**src/hw/rtl/asgt_pkg.sv**
```systemverilog
//------------------------------------------------------------------------------
// asgt_pkg
// shared constants and controller/datapath command and status types
//------------------------------------------------------------------------------
package asgt_pkg;

    localparam int COUNT_WIDTH_DEF = 16;
    localparam int TIME_WIDTH_DEF  = 20;
    localparam int CFG_WIDTH       = 23;
    localparam int CFG_IDX_WIDTH   = 3;

    localparam logic [CFG_IDX_WIDTH-1:0] REG_MIN_GREEN = 3'd0;
    localparam logic [CFG_IDX_WIDTH-1:0] REG_MAX_GREEN = 3'd1;
    localparam logic [CFG_IDX_WIDTH-1:0] REG_YELLOW    = 3'd2;
    localparam logic [CFG_IDX_WIDTH-1:0] REG_ALL_RED   = 3'd3;
    localparam logic [CFG_IDX_WIDTH-1:0] REG_MAX_CYCLE = 3'd4;

    localparam int RST_MIN_GREEN = 10000;
    localparam int RST_MAX_GREEN = 60000;
    localparam int RST_YELLOW    = 3000;
    localparam int RST_ALL_RED   = 1000;
    localparam int RST_MAX_CYCLE = 120000;
    localparam int INIT_GREEN    = 30000;
    localparam int STEP_MS       = 5000;

    localparam int OCC_FULL    = 1024;
    localparam int OCC_SUM_MAX = 4095;

    localparam int TGT_LOW   = 20000;
    localparam int TGT_MID   = 30000;
    localparam int TGT_HIGH  = 40000;
    localparam int TGT_PEAK  = 55000;
    localparam int DEM_LIM_0 = 614400;
    localparam int DEM_LIM_1 = 1228800;
    localparam int DEM_LIM_2 = 1843200;

    typedef struct packed {
        logic accum;
        logic clear;
        logic decide;
        logic check;
        logic div_start;
        logic div_step;
        logic split;
        logic finish;
    } t_cmd;

    typedef struct packed {
        logic eos;
        logic need_div;
        logic div_last;
    } t_status;

endpackage

```
**src/hw/rtl/asgt_ctrl.sv**
```systemverilog
//------------------------------------------------------------------------------
// asgt_ctrl
// sequencer: accumulate, decide, optional serial divide, output
//------------------------------------------------------------------------------
module asgt_ctrl (
    input  logic             i_clk,
    input  logic             i_rst_n,
    input  logic             i_valid,
    output logic             o_stall,
    output logic             o_valid,
    input  logic             i_stall,
    input  asgt_pkg::t_status i_st,
    output asgt_pkg::t_cmd   o_cmd
);

    localparam logic [2:0] S_IDLE  = 3'd0;
    localparam logic [2:0] S_DEC   = 3'd1;
    localparam logic [2:0] S_CHK   = 3'd2;
    localparam logic [2:0] S_DIV   = 3'd3;
    localparam logic [2:0] S_SPLIT = 3'd4;
    localparam logic [2:0] S_OUT   = 3'd5;

    logic [2:0] r_state, n_state;
    logic       acc;

    assign o_stall = (r_state != S_IDLE);
    assign acc     = i_valid && !o_stall;
    assign o_valid = (r_state == S_OUT);

    always_comb begin
        n_state = r_state;
        o_cmd   = '0;
        unique case (r_state)
            S_IDLE: begin
                o_cmd.accum = acc;
                if (acc && i_st.eos) n_state = S_DEC;
            end
            S_DEC: begin
                o_cmd.decide = 1'b1;
                n_state = S_CHK;
            end
            S_CHK: begin
                o_cmd.check = 1'b1;
                if (i_st.need_div) begin
                    o_cmd.div_start = 1'b1;
                    n_state = S_DIV;
                end else begin
                    n_state = S_OUT;
                end
            end
            S_DIV: begin
                o_cmd.div_step = 1'b1;
                if (i_st.div_last) n_state = S_SPLIT;
            end
            S_SPLIT: begin
                o_cmd.split = 1'b1;
                n_state = S_OUT;
            end
            S_OUT: begin
                if (!i_stall) begin
                    o_cmd.finish = 1'b1;
                    o_cmd.clear  = 1'b1;
                    n_state = S_IDLE;
                end
            end
            default: n_state = S_IDLE;
        endcase
    end

    always_ff @(posedge i_clk) begin
        if (!i_rst_n) begin
            r_state <= S_IDLE;
        end else begin
            r_state <= n_state;
        end
    end

    a_out_only_from_div_or_chk: assert property (@(posedge i_clk) disable iff (!i_rst_n)
        (r_state == S_OUT && $past(r_state) != S_OUT) |->
        ($past(r_state) == S_CHK || $past(r_state) == S_SPLIT))
        else $error("output entered from bad state");
    a_no_accept_busy: assert property (@(posedge i_clk) disable iff (!i_rst_n)
        o_cmd.accum |-> r_state == S_IDLE)
        else $error("accumulate while busy");
    a_finish_leaves: assert property (@(posedge i_clk) disable iff (!i_rst_n)
        o_cmd.finish |=> r_state == S_IDLE)
        else $error("finish did not return to idle");

endmodule

```
**src/hw/rtl/asgt_dp.sv**
```systemverilog
//------------------------------------------------------------------------------
// asgt_dp
// accumulators, green decision, clamp, cycle check and restoring divider
//------------------------------------------------------------------------------
module asgt_dp #(
    parameter int COUNT_WIDTH = asgt_pkg::COUNT_WIDTH_DEF,
    parameter int TIME_WIDTH  = asgt_pkg::TIME_WIDTH_DEF
) (
    input  logic                   i_clk,
    input  logic                   i_rst_n,
    input  asgt_pkg::t_cmd         i_cmd,
    output asgt_pkg::t_status      o_st,
    input  logic                   i_cfg_we,
    input  logic [asgt_pkg::CFG_IDX_WIDTH-1:0] i_cfg_idx,
    input  logic [TIME_WIDTH+2:0]  i_cfg_data,
    input  logic [1:0]             i_approach,
    input  logic [COUNT_WIDTH-1:0] i_queue_length,
    input  logic [COUNT_WIDTH-1:0] i_vehicle_count,
    input  logic [10:0]            i_occupancy,
    input  logic                   i_emergency,
    input  logic                   i_end_of_snapshot,
    output logic [31:0]            o_plan_number,
    output logic [TIME_WIDTH-1:0]  o_green_ns_ms,
    output logic [TIME_WIDTH-1:0]  o_green_ew_ms,
    output logic [TIME_WIDTH-1:0]  o_plan_yellow_ms,
    output logic [TIME_WIDTH-1:0]  o_plan_all_red_ms,
    output logic [TIME_WIDTH+2:0]  o_cycle_length_ms,
    output logic                   o_emergency_ns_active,
    output logic                   o_emergency_ew_active
);

    localparam int SW  = COUNT_WIDTH + 1;
    localparam int TW  = TIME_WIDTH;
    localparam int CW  = TIME_WIDTH + 3;
    localparam int DW  = SW + 14;
    localparam int NW  = TW + CW;
    localparam int DCW = $clog2(NW + 1);
    localparam logic [SW-1:0] SUM_MAX = '1;
    localparam logic [CW-1:0] CYC_MAX = '1;
    localparam logic [TW-1:0] TIME_MAX = '1;

    logic [TW-1:0] r_min, r_max, r_yel, r_red;
    logic [CW-1:0] r_mcyc;
    logic [SW-1:0] r_q_ns, r_q_ew, r_c_ns, r_c_ew;
    logic [11:0]   r_o_ns, r_o_ew;
    logic [1:0]    r_em;
    logic [TW-1:0] r_prev_ns, r_prev_ew;
    logic [31:0]   r_plan;
    logic [TW-1:0] r_gns, r_gew;
    logic [CW-1:0] r_avail;
    logic [TW:0]   r_total;
    logic [NW-1:0] r_quo;
    logic [TW+1:0] r_rem;
    logic [DCW-1:0] r_dcnt;

    // accumulate
    logic [10:0]   occ_c;
    logic [SW:0]   q_add, c_add;
    logic [12:0]   o_add;
    logic          is_ns;

    assign occ_c = (i_occupancy > 11'(asgt_pkg::OCC_FULL)) ? 11'(asgt_pkg::OCC_FULL)
                                                           : i_occupancy;
    assign is_ns = !i_approach[1];
    assign q_add = (is_ns ? {1'b0, r_q_ns} : {1'b0, r_q_ew}) + (SW+1)'(i_queue_length);
    assign c_add = (is_ns ? {1'b0, r_c_ns} : {1'b0, r_c_ew}) + (SW+1)'(i_vehicle_count);
    assign o_add = (is_ns ? {1'b0, r_o_ns} : {1'b0, r_o_ew}) + 13'(occ_c);

    logic [SW-1:0] q_sat, c_sat;
    logic [11:0]   o_sat;
    assign q_sat = q_add[SW] ? SUM_MAX : q_add[SW-1:0];
    assign c_sat = c_add[SW] ? SUM_MAX : c_add[SW-1:0];
    assign o_sat = (o_add > 13'(asgt_pkg::OCC_SUM_MAX)) ? 12'(asgt_pkg::OCC_SUM_MAX)
                                                       : o_add[11:0];

    // decision
    function automatic logic [TW:0] f_target(logic [SW-1:0] q, logic [SW-1:0] c,
                                              logic [11:0] o);
        logic [DW-1:0] d;
        d = DW'({q, 12'd0}) + DW'({q, 10'd0}) + DW'({c, 11'd0}) + DW'({c, 10'd0})
          + DW'(o) * DW'(200);
        if (d < DW'(asgt_pkg::DEM_LIM_0))      return (TW+1)'(asgt_pkg::TGT_LOW);
        else if (d < DW'(asgt_pkg::DEM_LIM_1)) return (TW+1)'(asgt_pkg::TGT_MID);
        else if (d < DW'(asgt_pkg::DEM_LIM_2)) return (TW+1)'(asgt_pkg::TGT_HIGH);
        else                                   return (TW+1)'(asgt_pkg::TGT_PEAK);
    endfunction

    function automatic logic [TW-1:0] f_step(logic [TW-1:0] cur, logic [TW:0] tgt);
        logic [TW+1:0] c1, t1;
        c1 = (TW+2)'(cur);
        t1 = (TW+2)'(tgt);
        if (c1 < t1) begin
            return (c1 + (TW+2)'(asgt_pkg::STEP_MS) < t1)
                ? TW'(c1 + (TW+2)'(asgt_pkg::STEP_MS)) : TW'(t1);
        end else if (c1 > t1) begin
            return (c1 - t1 > (TW+2)'(asgt_pkg::STEP_MS))
                ? TW'(c1 - (TW+2)'(asgt_pkg::STEP_MS)) : TW'(t1);
        end
        return cur;
    endfunction

    function automatic logic [TW-1:0] f_clamp(logic [TW-1:0] v, logic [TW-1:0] lo,
                                               logic [TW-1:0] hi);
        if (v < lo)      return lo;
        else if (v > hi) return hi;
        return v;
    endfunction

    logic [TW-1:0] dec_ns, dec_ew;
    always_comb begin
        if (r_em != 2'b00) begin
            dec_ns = r_prev_ns;
            dec_ew = r_prev_ew;
        end else begin
            dec_ns = f_step(r_prev_ns, f_target(r_q_ns, r_c_ns, r_o_ns));
            dec_ew = f_step(r_prev_ew, f_target(r_q_ew, r_c_ew, r_o_ew));
        end
    end

    // cycle
    logic [CW:0]   inter, cyc_raw, avail_w;
    logic [CW-1:0] cyc_sat;
    logic [TW:0]   tot;
    logic          over_w, fill_w, need_w;
    assign inter   = (CW+1)'({1'b0, r_yel} + {1'b0, r_red}) << 1;
    assign tot     = {1'b0, r_gns} + {1'b0, r_gew};
    assign cyc_raw = (CW+1)'(tot) + inter;
    assign cyc_sat = cyc_raw[CW] || cyc_raw[CW-1:0] == CYC_MAX ? CYC_MAX
                   : cyc_raw[CW-1:0];
    assign avail_w = (CW+1)'(r_mcyc) - inter;
    assign over_w  = cyc_sat > r_mcyc;
    assign fill_w  = over_w && (r_mcyc <= inter[CW-1:0] || inter[CW]);
    assign need_w  = over_w && !fill_w && ((CW+1)'(tot) > avail_w);

    // restoring divider: quotient register shifts dividend bits out into the remainder and quotient bits in
    logic [TW+2:0] rem_sh;
    logic [TW+2:0] rem_sub;
    assign rem_sh  = {r_rem, r_quo[NW-1]};
    assign rem_sub = rem_sh - (TW+3)'(r_total);

    // split
    logic [CW:0] ns_q, ns_c, ew_w, amm;
    assign ns_q = (r_quo[NW-1:CW+1] != '0) ? '1 : r_quo[CW:0];
    assign amm  = (CW+1)'(r_avail) - (CW+1)'(r_min);
    always_comb begin
        if (ns_q < (CW+1)'(r_min))
            ns_c = (CW+1)'(r_min);
        else if (r_avail >= CW'(r_min) && ns_q > amm)
            ns_c = amm;
        else
            ns_c = ns_q;
        ew_w = (ns_c > (CW+1)'(r_avail)) ? '0 : (CW+1)'(r_avail) - ns_c;
    end

    assign o_st.eos      = i_end_of_snapshot;
    assign o_st.need_div = need_w;
    assign o_st.div_last = (r_dcnt == DCW'(1));

    always_ff @(posedge i_clk) begin
        if (!i_rst_n) begin
            r_min  <= TW'(asgt_pkg::RST_MIN_GREEN);
            r_max  <= TW'(asgt_pkg::RST_MAX_GREEN);
            r_yel  <= TW'(asgt_pkg::RST_YELLOW);
            r_red  <= TW'(asgt_pkg::RST_ALL_RED);
            r_mcyc <= CW'(asgt_pkg::RST_MAX_CYCLE);
            r_q_ns <= '0; r_q_ew <= '0; r_c_ns <= '0; r_c_ew <= '0;
            r_o_ns <= '0; r_o_ew <= '0; r_em <= '0;
            r_prev_ns <= TW'(asgt_pkg::INIT_GREEN);
            r_prev_ew <= TW'(asgt_pkg::INIT_GREEN);
            r_plan <= '0;
            r_dcnt <= '0;
        end else begin
            if (i_cfg_we) begin
                unique case (i_cfg_idx)
                    asgt_pkg::REG_MIN_GREEN: r_min  <= i_cfg_data[TW-1:0];
                    asgt_pkg::REG_MAX_GREEN: r_max  <= i_cfg_data[TW-1:0];
                    asgt_pkg::REG_YELLOW:    r_yel  <= i_cfg_data[TW-1:0];
                    asgt_pkg::REG_ALL_RED:   r_red  <= i_cfg_data[TW-1:0];
                    asgt_pkg::REG_MAX_CYCLE: r_mcyc <= i_cfg_data;
                    default: ;
                endcase
            end
            if (i_cmd.accum) begin
                if (is_ns) begin
                    r_q_ns <= q_sat; r_c_ns <= c_sat; r_o_ns <= o_sat;
                    r_em[0] <= r_em[0] | i_emergency;
                end else begin
                    r_q_ew <= q_sat; r_c_ew <= c_sat; r_o_ew <= o_sat;
                    r_em[1] <= r_em[1] | i_emergency;
                end
            end
            if (i_cmd.div_start) r_dcnt <= DCW'(NW);
            else if (i_cmd.div_step) r_dcnt <= r_dcnt - DCW'(1);
            if (i_cmd.finish) begin
                r_plan    <= r_plan + 32'd1;
                r_prev_ns <= r_gns;
                r_prev_ew <= r_gew;
            end
            if (i_cmd.clear) begin
                r_q_ns <= '0; r_q_ew <= '0; r_c_ns <= '0; r_c_ew <= '0;
                r_o_ns <= '0; r_o_ew <= '0; r_em <= '0;
            end
        end
    end

    always_ff @(posedge i_clk) begin
        if (i_cmd.decide) begin
            r_gns <= f_clamp(dec_ns, r_min, r_max);
            r_gew <= f_clamp(dec_ew, r_min, r_max);
        end
        if (i_cmd.check && fill_w) begin
            r_gns <= r_min;
            r_gew <= r_min;
        end
        if (i_cmd.div_start) begin
            r_avail <= avail_w[CW-1:0];
            r_total <= tot;
            r_quo   <= NW'(r_gns) * NW'(avail_w[CW-1:0]);
            r_rem   <= '0;
        end else if (i_cmd.div_step) begin
            if (!rem_sub[TW+2]) begin
                r_rem <= rem_sub[TW+1:0];
                r_quo <= {r_quo[NW-2:0], 1'b1};
            end else begin
                r_rem <= rem_sh[TW+1:0];
                r_quo <= {r_quo[NW-2:0], 1'b0};
            end
        end
        if (i_cmd.split) begin
            r_gns <= TW'(ns_c);
            r_gew <= (ew_w > (CW+1)'(TIME_MAX)) ? TIME_MAX : TW'(ew_w);
        end
    end

    assign o_plan_number         = r_plan;
    assign o_green_ns_ms         = r_gns;
    assign o_green_ew_ms         = r_gew;
    assign o_plan_yellow_ms      = r_yel;
    assign o_plan_all_red_ms     = r_red;
    assign o_cycle_length_ms     = cyc_sat;
    assign o_emergency_ns_active = r_em[0];
    assign o_emergency_ew_active = r_em[1];

    a_clear_empties: assert property (@(posedge i_clk) disable iff (!i_rst_n)
        i_cmd.clear |=> (r_em == 2'b00 && r_q_ns == '0 && r_q_ew == '0))
        else $error("sums not cleared");
    a_plan_inc: assert property (@(posedge i_clk) disable iff (!i_rst_n)
        i_cmd.finish |=> r_plan == $past(r_plan) + 32'd1)
        else $error("plan counter did not advance");
    a_div_count: assert property (@(posedge i_clk) disable iff (!i_rst_n)
        i_cmd.div_start |=> r_dcnt == DCW'(NW))
        else $error("divider count not loaded");

endmodule

```
**src/hw/rtl/adaptive_signal_green_timing_core.sv**
```systemverilog
//------------------------------------------------------------------------------
// adaptive_signal_green_timing_core
// per-approach measurements in, one two-axis green plan per snapshot out
//------------------------------------------------------------------------------
// One measurement beat is taken per cycle while idle. The closing beat passes
// through the decide and check states to the plan beat, with the divide and
// split states between them when the cycle is over the limit and the split is
// rescaled by the bit-serial restoring divider. The input stalls until the plan
// beat is taken.
module adaptive_signal_green_timing_core #(
    parameter int COUNT_WIDTH = asgt_pkg::COUNT_WIDTH_DEF,
    parameter int TIME_WIDTH  = asgt_pkg::TIME_WIDTH_DEF
) (
    input  logic                   i_clk,
    input  logic                   i_rst_n,
    input  logic                   i_cfg_we,
    input  logic [asgt_pkg::CFG_IDX_WIDTH-1:0] i_cfg_idx,
    input  logic [TIME_WIDTH+2:0]  i_cfg_data,
    input  logic                   i_valid,
    output logic                   o_stall,
    input  logic [1:0]             i_approach,
    input  logic [COUNT_WIDTH-1:0] i_queue_length,
    input  logic [COUNT_WIDTH-1:0] i_vehicle_count,
    input  logic [10:0]            i_occupancy,
    input  logic                   i_emergency,
    input  logic                   i_end_of_snapshot,
    output logic                   o_valid,
    input  logic                   i_stall,
    output logic [31:0]            o_plan_number,
    output logic [TIME_WIDTH-1:0]  o_green_ns_ms,
    output logic [TIME_WIDTH-1:0]  o_green_ew_ms,
    output logic [TIME_WIDTH-1:0]  o_plan_yellow_ms,
    output logic [TIME_WIDTH-1:0]  o_plan_all_red_ms,
    output logic [TIME_WIDTH+2:0]  o_cycle_length_ms,
    output logic                   o_emergency_ns_active,
    output logic                   o_emergency_ew_active
);

    asgt_pkg::t_cmd    cmd;
    asgt_pkg::t_status st;

    asgt_ctrl u_ctrl (
        .i_clk   (i_clk),
        .i_rst_n (i_rst_n),
        .i_valid (i_valid),
        .o_stall (o_stall),
        .o_valid (o_valid),
        .i_stall (i_stall),
        .i_st    (st),
        .o_cmd   (cmd)
    );

    asgt_dp #(
        .COUNT_WIDTH (COUNT_WIDTH),
        .TIME_WIDTH  (TIME_WIDTH)
    ) u_dp (
        .i_clk                 (i_clk),
        .i_rst_n               (i_rst_n),
        .i_cmd                 (cmd),
        .o_st                  (st),
        .i_cfg_we              (i_cfg_we),
        .i_cfg_idx             (i_cfg_idx),
        .i_cfg_data            (i_cfg_data),
        .i_approach            (i_approach),
        .i_queue_length        (i_queue_length),
        .i_vehicle_count       (i_vehicle_count),
        .i_occupancy           (i_occupancy),
        .i_emergency           (i_emergency),
        .i_end_of_snapshot     (i_end_of_snapshot),
        .o_plan_number         (o_plan_number),
        .o_green_ns_ms         (o_green_ns_ms),
        .o_green_ew_ms         (o_green_ew_ms),
        .o_plan_yellow_ms      (o_plan_yellow_ms),
        .o_plan_all_red_ms     (o_plan_all_red_ms),
        .o_cycle_length_ms     (o_cycle_length_ms),
        .o_emergency_ns_active (o_emergency_ns_active),
        .o_emergency_ew_active (o_emergency_ew_active)
    );

endmodule

```
**config.mk**
```make
export PLATFORM = sky130hd
export DESIGN_NAME = adaptive_signal_green_timing_core
export DESIGN_NICKNAME = d
export VERILOG_FILES = /design/src/hw/rtl/asgt_pkg.sv /design/src/hw/rtl/asgt_ctrl.sv /design/src/hw/rtl/asgt_dp.sv /design/src/hw/rtl/adaptive_signal_green_timing_core.sv
export SDC_FILE = /design/constraint.sdc
export NUM_CORES = 2
export LEC_CHECK = 0
export BUFFER_PORTS_ARGS = -buffer_cell sky130_fd_sc_hd__clkbuf_2
export CAP_MARGIN = 20
export CORE_MARGIN = 2
export CORE_UTILIZATION = 45
export CTS_CLUSTER_SIZE = 16
export DETAILED_ROUTE_END_ITERATION = 7
export SLEW_MARGIN = 20
export SYNTH_ARGS = -nofsm -noshare
export SYNTH_HDL_FRONTEND = slang
export SYNTH_HIERARCHICAL = 1
export SYNTH_SLANG_ARGS = --single-unit
export TNS_END_PERCENT = 10
```
**constraint.sdc**
```tcl
create_clock -name i_clk -period 15.01 [get_ports i_clk]
set_input_delay 0.7505 -clock i_clk [delete_from_list [all_inputs] [get_ports i_clk]]
set_output_delay 0.7505 -clock i_clk [all_outputs]
set_load 0.05 [all_outputs]
```
==> run summary <==
Prior to clock tree synthesis, the placed netlist has a worst setup slack of 0.8845 ns. The cell area after synthesis is 0.05569 mm2. Biggest area consumer among synthesized cells: fa_1.

The fraction of the cycle the final worst path needs was 93.53%. For the leftover overflow at the end of global routing, the log shows 0. The Yosys step of the flow raised 6 warnings. The final reports fail on DRC. The number of stages on the worst hold path came out at 3. Of all nets on the critical path, the largest fanout is 21. The floorplan has 129 rows. The most repeated library cell on the critical path was a21o_1. The via count normalized by instance count was 5.833; the data arrival time of the critical path was 14.43 ns. For this run, the share of the core covered by cells in the final layout is 49.05%.

Wires add up to 184600 um. For the pin with the worst max-slew slack, the measured transition is 1.318 ns. The final-report hold violation count came out at 0. The clock tree synthesis step divided the H-tree into 2 levels. The run gives 46.75k as the via count of the first global-routing pass. Global routing consumed, over all layers together, 29.01% of the routing resources.

The worst setup path is captured at a flip-flop. The setup TNS after final layout came out at 0 ns. TritonCTS built the clock tree.

Yosys mapped a number of flops with a built-in enable equal to 127. The worst-case headroom to the max-slew limit was 11.35%. The later pin in the worst-skew pair is clocked with a latency of 0.67 ns. The critical path is of the reg -> reg type.

The tools report the final number of max-transition violations as 0. The unique cell type count in the Yosys netlist was 106; the number of max-cap violations was 0. The largest single stage delay on the critical path is 0.54 ns. Initial cell density of the core: 45.16%. 217 I/O pins were placed. The mean cell area of the mapped netlist came out at 8.537 um2. The critical path's top delay family is compound AO/OA/AOI/OAI gates. The tools report the setup violation total in the final timing report as 0.

The first detailed-routing pass took 8 iterations. Static timing analysis puts the maximum clock frequency at 71.23 MHz. STA puts the critical path data required time at 15.40 ns. The initial antenna violation count is 10. The run finished, with violations left. Setup repair after global routing left no endpoint under its margin. The number of clock sinks came out at 427. The die is 355.8 um wide. The cell with the largest stage delay on the worst path is o31ai_1.

Hold repair after CTS inserted 0 buffers. The post-route antenna net violation count came out at 0. The standard cell core area came out at 0.1233 mm2.

The number of design rule violations left after detail routing was 1; the number of storage elements in the synthesis netlist was 427. The area growth from synthesis to layout is 8.619%. In this run the tool buffered the top-level ports with 215 buffer cells. The clock-pin slew of the registers on the worst-case setup and hold paths was 0.06 ns; the die footprint was 0.1266 mm2. Across all layers, the routed design uses 48.33k vias.

Across all setup checks in the final design, the least slack found is 0.9708 ns. After layout, the minimum clock period comes to 14.04 ns. The die is 355.8 um tall. The number of buffers on the longest clock path was 3; the count of cells along the worst register-to-register path was 59. Clock tree synthesis selected as its root buffer the cell clkbuf_16. The number of buffers and inverters on the critical path is 4.

With fillers left out, the area of the finished cells amounts to 0.06049 mm2. The logs give 7776 for the number of nets in the synthesized netlist and 0.06956 ns for the clock tree skew after final layout. The wire length of the first global-routing pass is 284300 um.

Synthesized instance count: 6523. The critical path runs through a total of 59 cells. The detailed router finished its first iteration with 4191 violations.

After detailed placement, the total cell area comes to 0.05853 mm2. STA classifies the critical path startpoint as a flip-flop. In the final layout, the share of cells above drive strength 1 is 8.776%. Flip-flop cell with the highest count after synthesis: dfxtp_1. The per-cell routed wire length came out at 22.28 um.

The area share of the largest cell type after synthesis was 17.18%; the placer's final routability congestion estimate was 0.9719. Summing the sequential cell areas from Yosys gives 17.63% of the chip area. The type of the most critical hold path was in -> reg. The clock buffer count from CTS was 52.

By area the synthesized netlist is led by fa_1, ha_1, dfxtp_1. The detailed placement HPWL is 143000 um. Fill cells in the final layout number 11.90k. The tools report the largest net degree at the start of global routing as 90. At the end of the flow, the number of nets in the layout was 7855. The fraction of registers with async set/reset came out at 0%.
layout by cell type (no fill, tap or decap), types with 127 or more instances in the layout:
| cell | count |
|---|---|
| edfxtp_1 | 127 |
| fa_1 | 478 |
| o21ai_0 | 256 |
| clkbuf_2 | 214 |
| and2_1 | 175 |
| ha_1 | 697 |
| nand2_1 | 766 |
| a21o_1 | 133 |
| xnor2_1 | 185 |
| nor2_1 | 406 |
| dfxtp_1 | 300 |
| nor2b_1 | 128 |
| a21oi_1 | 263 |
| a211oi_1 | 138 |
| inv_1 | 743 |
timing repair:
item                                    CTS  global route
endpoints found under the setup margin    0            19
gates resized for setup                   0             1
buffers inserted                          0             4
Yosys cell counts (130+ instances only):
master / n
dfxtp_1: 300
and2_1: 176
xnor2_1: 193
a211oi_1: 139
a21o_1: 133
nand2_1: 766
inv_1: 743
fa_1: 478
a21oi_1: 264
clkbuf_1: 260
ha_1: 697
o21ai_0: 257
nor2b_1: 130
nor2_1: 417
worst register-to-register path: cells and delay by family, from the launching register on:
kind / cells / cell delay, ns
AO/OA/AOI/OAI: 32 / 7.38
XOR/XNOR: 1 / 0.30
adder cells (fa/ha/maj): 9 / 2.76
buffers and inverters: 4 / 0.61
flip-flops: 1 / 0.40
multiplexers: 2 / 0.39
AND/OR/NAND/NOR: 11 / 1.98
metrics by stage:
stage | std cells | hold WS, ns
final | 8286 | 0.3405
after detailed placement | 8181 | 0.4621
after floorplan | 6523 | 0.4435
after global placement | 8180 | 0.4557
after global routing | 8280 | 0.3546
after CTS | 8276 | 0.3020
layer usage:
layer | track usage (%) | vias to the layer above | wire [um]
li1 | - | 22660 | -
met1 | 40.90 | 23600 | 83080
met2 | 45.09 | 1798 | 80800
met3 | 5.910 | 279 | 15440
met4 | 7.840 | 6 | 5250
met5 | 0 | - | 46
sequential cells by signal, summed over array words and instances, names as in the netlist, 21 cells and up:
signal	flops
u_dp/o_plan_number	32
u_dp/r_avail	23
u_dp/r_mcyc	23
u_dp/r_quo	43
u_dp/r_rem	22
u_dp/r_total	21
cell families (layout without fill, tap and decap cells):
family	after synthesis	count (layout)	synth area share, %
xor gates and xnor gates	262	262	4.184
buffers and inverters	1033	1153	7.073
muxes	179	179	3.399
other	0	6	0
adders and majority gates	1175	1175	32.84
and+or+nand+nor	2017	2017	17.13
AOI/OAI and AO/OA	1430	1430	17.73
DFF	427	427	17.63
path summary, 6_finish.rpt:
kind,from,end,slack [ns]
max,u_dp/r_o_ns[1],u_dp/o_green_ns_ms[5],0.97
min,i_emergency,u_dp/r_em[1],0.34
max reg2reg,u_dp/r_o_ns[1],u_dp/o_green_ns_ms[5],0.97
min reg2reg,u_dp/r_mcyc[1],u_dp/r_mcyc[1],0.47
final cells by class:
cell class                 count  area (um2)  area share (%)
multi-input combinational   5063       42090           69.59
antenna                        6       15.01         0.02482
timing repair buffer         312        1814           2.999
tap                         1637        2048           3.386
clock inverter                15       246.5          0.4075
clock buffer                  80        1647           2.722
sequential                   427        9819           16.23
inverter                     746        2805           4.638
Power is not shown: default switching activity piles up to over one toggle a cycle in this logic, so the estimate is an artifact.
